--- src/hw/rtl/three_frame_difference_motion_mask_defines.svh ---
// Assertion macros for the three-frame difference motion mask.
// Used by the top level; relies on clk_i and rst_ni being in scope.
`ifndef THREE_FRAME_DIFFERENCE_MOTION_MASK_DEFINES_SVH
`define THREE_FRAME_DIFFERENCE_MOTION_MASK_DEFINES_SVH

// Property checked on every clock edge outside reset.
`define TFDM_ASSERT(label, prop, msg) \
  label: assert property (@(posedge clk_i) disable iff (!rst_ni) (prop)) else $error(msg);

// Antecedent implies consequent in the next cycle.
`define TFDM_ASSERT_NEXT(label, ante, cons, msg) \
  label: assert property (@(posedge clk_i) disable iff (!rst_ni) (ante) |=> (cons)) \
    else $error(msg);

`endif

--- src/hw/rtl/tfdm_pkg.sv ---
// Shared constants and types of the three-frame difference motion mask.
// No dependencies.
package tfdm_pkg;

  localparam int unsigned MAX_PIXELS = 524288;
  localparam int unsigned ADDR_W     = $clog2(MAX_PIXELS);
  localparam int unsigned SIZE_W     = ADDR_W + 1;
  localparam int unsigned GRAY_W     = 8;
  localparam int unsigned THR_W      = 8;
  localparam int unsigned FP_W       = 20;
  localparam int unsigned CMP_W      = (SIZE_W > FP_W) ? SIZE_W : FP_W;
  localparam int unsigned CFG_W      = 20;
  localparam int unsigned CFG_IDX_W  = 1;
  localparam int unsigned QDEPTH     = 4;
  localparam int unsigned QPTR_W     = $clog2(QDEPTH);
  localparam int unsigned QCNT_W     = $clog2(QDEPTH + 1);

  localparam logic [CFG_IDX_W-1:0] REG_THRESHOLD    = 1'd0;
  localparam logic [CFG_IDX_W-1:0] REG_FRAME_PIXELS = 1'd1;

  localparam logic [THR_W-1:0] THRESHOLD_RST    = 8'd25;
  localparam logic [FP_W-1:0]  FRAME_PIXELS_RST = 20'd307200;

  // Frames fully stored, saturating at two.
  localparam logic [1:0] FRAMES_ONE = 2'd1;
  localparam logic [1:0] FRAMES_TWO = 2'd2;

  typedef struct packed {
    logic motion;
    logic frame_end;
  } tfdm_result_t;

  typedef struct packed {
    logic         valid;
    tfdm_result_t res;
  } tfdm_push_t;

endpackage

--- src/hw/rtl/tfdm_queue.sv ---
// Back end: short result queue that drives the output channel.
// Depends on tfdm_pkg.
module tfdm_queue import tfdm_pkg::*; (
  input  logic              clk_i,
  input  logic              rst_ni,
  input  tfdm_push_t        push_i,
  output logic [QCNT_W-1:0] count_o,
  output logic              out_valid_o,
  input  logic              out_stall_i,
  output tfdm_result_t      head_o
);

  tfdm_result_t      entry_q [QDEPTH];
  logic [QPTR_W-1:0] wr_ptr_q, rd_ptr_q;
  logic [QCNT_W-1:0] cnt_q;
  logic              pop;

  assign out_valid_o = cnt_q != '0;
  assign pop         = out_valid_o && !out_stall_i;
  assign head_o      = entry_q[rd_ptr_q];
  assign count_o     = cnt_q;

  always_ff @(posedge clk_i) begin
    if (push_i.valid) begin
      entry_q[wr_ptr_q] <= push_i.res;
    end
  end

  always_ff @(posedge clk_i or negedge rst_ni) begin
    if (!rst_ni) begin
      wr_ptr_q <= '0;
      rd_ptr_q <= '0;
      cnt_q    <= '0;
    end else begin
      if (push_i.valid) begin
        wr_ptr_q <= (wr_ptr_q == QPTR_W'(QDEPTH - 1)) ? '0 : wr_ptr_q + QPTR_W'(1);
      end
      if (pop) begin
        rd_ptr_q <= (rd_ptr_q == QPTR_W'(QDEPTH - 1)) ? '0 : rd_ptr_q + QPTR_W'(1);
      end
      case ({push_i.valid, pop})
        2'b10:   cnt_q <= cnt_q + QCNT_W'(1);
        2'b01:   cnt_q <= cnt_q - QCNT_W'(1);
        default: cnt_q <= cnt_q;
      endcase
    end
  end

endmodule

--- config.mk ---
export PLATFORM = sky130hd
export DESIGN_NAME = tfdm_queue
export DESIGN_NICKNAME = d
export VERILOG_FILES = /design/src/hw/rtl/three_frame_difference_motion_mask_defines.svh /design/src/hw/rtl/tfdm_pkg.sv /design/src/hw/rtl/tfdm_queue.sv
export SDC_FILE = /design/constraint.sdc
export NUM_CORES = 1
export LEC_CHECK = 0
export BUFFER_PORTS_ARGS = -buffer_cell sky130_fd_sc_hd__buf_2
export CORE_AREA = 2 2 39 41
export CTS_BUF_LIST = sky130_fd_sc_hd__clkbuf_4
export CTS_CLUSTER_DIAMETER = 200
export DETAILED_ROUTE_END_ITERATION = 12
export DIE_AREA = 0 0 41 43
export GPL_TIMING_DRIVEN = 0
export PLACE_DENSITY = 0.8
export SKIP_LAST_GASP = 1
export SLEW_MARGIN = 20
export SYNTH_ARGS = -nofsm -noshare
export SYNTH_HDL_FRONTEND = slang
export SYNTH_SLANG_ARGS = --single-unit
--- constraint.sdc ---
create_clock -name clk_i -period 5.64 [get_ports clk_i]
set_clock_uncertainty 0.05 [all_clocks]
set_input_delay 1.692 -clock clk_i [delete_from_list [all_inputs] [get_ports clk_i]]
set_output_delay 1.692 -clock clk_i [all_outputs]
set_load 0.01 [all_outputs]
Word level (Yosys, flattened, before mapping)

Memories as Yosys holds them, arrays and structs flattened.
Index checks and enable logic that the tools add are counted.
W data, S select, Z words.

Equality and inequality tests: 4
Multiplexer cells: 5
Reductions and logical operators: 4
$add $sub $neg: 4

Operators with widths:

| kind                  | number |
|---|---|
| $eq A2 B2 Y1 const B  | 3 |
| $pmux W3 S2           | 1 |
| $add A2 B1 Y2 const B | 2 |
| $mux W2               | 2 |
| $add A3 B1 Y3 const B | 1 |
| $reduce_bool A3 Y1    | 1 |
| $sub A3 B1 Y3 const B | 1 |
| $eq A2 B1 Y1 const B  | 1 |
| $mux W1               | 2 |
| $reduce_bool A2 Y1    | 1 |
| $logic_and A1 B1 Y1   | 1 |
| $logic_not A1 Y1      | 1 |

Memories: 1
Output and inout bits: 6
Memory bits (writable): 8
Register bits: 7

Memory list:

| name    | depth | width | rd ports | clocked after memory_dff | wr ports | line             | text |
|---|---|---|---|---|---|---|---|
| entry_q | 4     | 2     | 1        | 0                        | 1        | tfdm_queue.sv:13 | `tfdm_result_t entry_q [QDEPTH];` |

Logic depth before layout (Yosys ltp)

Depth in word-level cells: 4
Depth in mapped cells: 8

Worst setup path after synthesis

OpenSTA, ideal clock, no wires.

Kind: input port to flip-flop
From: in out_stall_i
To: reg cnt_q[2] (netlist: count_o[2])
Data required time: 5.511 ns
Setup slack: 2.714 ns
Stages on the path: 7
Path buffers: 0
Arrival time: 2.797 ns
Setup time: 0.079 ns
Cells stage by stage: nor2b_4 -> ha_1 -> inv_1 -> fa_1 -> xor2_1 -> nor2_1 -> xor2_1

Longest elaborated chain between the ends: 4
Elaborated cells on any way between the ends: 6

RTL lines:

| item                                              | line             | text |
|---|---|---|
| start, declared                                   | tfdm_queue.sv:9  | `input logic out_stall_i,` |
| $logic_not A1 Y1 (*)                              | tfdm_queue.sv:19 | `assign pop = out_valid_o && !out_stall_i;` |
| $logic_and A1 B1 Y1 (*)                           | tfdm_queue.sv:19 |  |
| $eq A2 B1 Y1 or $eq A2 B2 Y1 (tied branches)      | tfdm_queue.sv:41 | `case ({push_i.valid, pop})` |
| $pmux W3 S2 or $reduce_bool A2 Y1 (tied branches) | --               |  |
| end signal, assigned                              | tfdm_queue.sv:42 | `2'b10: cnt_q <= cnt_q + QCNT_W'(1);` |
| end signal, assigned                              | tfdm_queue.sv:43 | `2'b01: cnt_q <= cnt_q - QCNT_W'(1);` |
| end signal, assigned                              | tfdm_queue.sv:44 | `default: cnt_q <= cnt_q;` |
| end, declared                                     | tfdm_queue.sv:15 | `logic [QCNT_W-1:0] cnt_q;` |

Mark *: on every way between the ends. The rest lies on a longest branch, timed or not.
A chain may end at the register's enable or synchronous reset.

==> metrics.md <==
| Metric | Value |
|---|---|
| Outcome | `finished clean` |
| Core Area | `1380 sq um` |
| Final setup TNS | `0 ps` |
| First-pass GRT wire length | `between 1.5 and 2 mm` |
| Element type at the critical path end | `output port` |
| Max-slew headroom | `0.851` |
| Tmin final | `3150 ps` |
| PostCTS Resize Cnt | `0` |
| Drt drc | `0` |
| Setup violators final | `0` |
| Area share of the largest cell type after synthesis | `0.333` |
| Rows | `14` |
| DR iter-0 viols | `0` |
| Max Cap Violations | `0` |
| Antenna diode count | `0` |
| Sequential Area | `415 sq um` |
| Syn Area/Cell | `about 15 sq um` |
| Cell-by-cell trace of the critical path | `mux4_2 > buf_2` |
| Initial Utilization | `0.522` |
| Synth cell types | `17` |
| Post-DP HPWL | `792 um` |
| Worst Path Arrival | `1410 ps` |
| Crit path buf inv count | `1` |
| Clock-pin slew on the worst setup and hold paths | `90 ps` |
| Reg2reg setup slack | `3690 ps` |
| Gpl congestion | `0.760` |
| Yosys warning count | `0` |
| CTS buffer count | `3` |
| Largest net degree at the start of global routing | `9` |
| I/O Pins | `12` |
| Nets | `77` |
| Count leader, synth | `edfxtp_1` |
| Root Driver | `clkbuf_4` |
| Clk Latency, worst-skew pair | `approximately 270 ps` |
| Worst slew pin tran | `223 ps` |
| Asr flop ratio synth | `0.467` |
| CTS Sinks | `15` |
| RSZ-0062 raised after global routing | `no` |
| Synth area leaders | `edfxtp_1 (33%), dfrtp_1 (24%), ha_1 (10%), mux4_2 (6.2%), mux2_4 (4.2%)` |
| Post-layout util | `0.598` |
| Area of the multi-input gates | `284 sq um` |
| Postcts setup bufs | `0` |
| WHS | `448 ps` |
| Post-synth EDFFs | `8` |
| Peak supply drop | `between 200 and 300 uV` |
| Layout Cells excl Fill | `79` |
| Die ar. | `1760 sq um` |
| Vias in the first global route | `398` |
| Area Overhead vs Synth | `14.6%` |
| Critical Path Start Type | `register` |
| Tot GR Track Use | `0.142` |
| Critical Path RT | `3900 ps` |
| Filler cells | `106` |
| Die X | `roughly 40 um` |
| H-tree Lvls | `1` |
| IO Port Bufs | `11` |
| Post-Synthesis Cell Area | `722 sq um` |
| CP delay by family, top | `multiplexers` |
| Routed Antenna Nets | `0` |
| Final count of hold timing violations | `0` |
| #FFs+latches synth | `15` |
| CTS tree | `done` |
| WL final | `943 um` |
| Crit-path max cell delay | `~520 ps` |
| Antenna violations before repair | `0` |
| DR WL/cell | `11.9 um` |
| Slew Limit Fails | `0` |
| Max Freq | `317 MHz` |
| DR vias/cell | `4.70` |
| Mapped Cells | `48` |
| Layout cell share with drive strength beyond 1 | `0.333` |
| Die Height | `43 um` |
| Cell Pwr Density | `about 490 nW/um^2` |
| Hold Buf Count CTS | `0` |
| Final period util | `0.558` |
| Tightest Hold Check Type | `register to register` |
| 1st-pass router iterations | `1` |
| Critical path's slowest cell | `mux4_2` |
| Gr ovfl total | `0` |
| P_leak | `~0.38 nW` |
| DR vias | `371` |
| Net Count, Synth | `between 60 and 70` |
| Synth Flop Type | `edfxtp_1` |
| CP Class | `register to output port` |
| Largest area contributor in the netlist | `edfxtp_1` |
| Inst Count DP | `75` |
| Commonest cells in the netlist | `edfxtp_1 (8), dfrtp_1 (7), ha_1 (6), inv_1 (6), and2_1 (4)` |
| CP Max Fanout | `5` |
| Seq/Total Area, Yosys | `0.575` |
| Clock buffer depth | `2` |
flip-flops by register name (all words and copies together) (netlist names):
name / cells
entry_q: 8
count_o: 3
rd_ptr_q: 2
wr_ptr_q: 2
routing by layer:
metal / track usage / vias to the layer above / wire (um)
met5: 0 / - / 0
met4: 0.0200 / 0 / 0
met2: 0.234 / 4 / 507
met1: 0.189 / 174 / 416
li1: - / 193 / -
met3: 0.0314 / 0 / 19
layout by cell type (no fill, tap or decap):
cell / count
xnor2_1: 1
buf_2: 11
xor2_1: 2
nor2_1: 2
inv_1: 6
or3_1: 1
mux2_4: 2
o21ai_0: 2
dfrtp_1: 7
edfxtp_1: 8
fa_1: 1
mux4_2: 2
or3_4: 1
nand2_1: 1
clkbuf_4: 4
nor2b_4: 1
ha_1: 6
and2_1: 4
mux2i_1: 1
layout make-up:
type | instances | area share
multi-input cells | 27 | 0.343
flip-flops and latches | 15 | 0.502
inverters | 6 | 0.0272
well taps | 16 | 0.0242
repair buffers | 11 | 0.0666
clock buffers | 4 | 0.0363
worst reg2reg max path, stage by stage, from the launching register on:
cell     delay (ps)
dfrtp_1         420
or3_4           400
nor2b_4         150
ha_1            200
inv_1            80
fa_1            190
xor2_1          150
nor2_1           60
xor2_1          130
cells by family (layout without fill, tap and decap cells):
kind of cell               Yosys count  count (layout)  share of synthesized area
and+or+nand+nor                     10              10                     0.0936
muxes                                5               5                      0.118
adders and majority gates            7               7                      0.132
xor gates and xnor gates             3               3                     0.0364
AOI/OAI and AO/OA                    2               2                     0.0139
buffers and inverters                6              21                     0.0312
DFF                                 15              15                      0.575
stage by stage:
stage	cell area, sq um	setup slack (ps)	power [mW]
after global routing	827	2400	0.440
after global placement	797	2530	0.336
after CTS	827	2480	0.407
final	827	2490	0.402
after detailed placement	797	2490	0.345
after floorplan	722	2710	0.297
final timing paths:
check / from / endpoint / cells past startpoint
worst max-delay path: rd_ptr_q[0] / head_o[0] / 2
worst min-delay path: count_o[2] / count_o[2] / 1
worst max register to register: count_o[0] / count_o[2] / 8
worst min register to register: count_o[2] / count_o[2] / 1
max in group asynchronous: rst_ni / wr_ptr_q[1] / 1
min in group asynchronous: rst_ni / count_o[0] / 1
where the power goes:
part,internal (mW),switching (mW),leakage [nW],total [mW]
Sequential,0.152,0.0300,0.156,0.182
Combinational,0.0877,0.0712,0.205,0.159
Clock,0.0321,0.0288,0.0184,0.0609
Note: power is estimated with default switching activity, not from simulation.
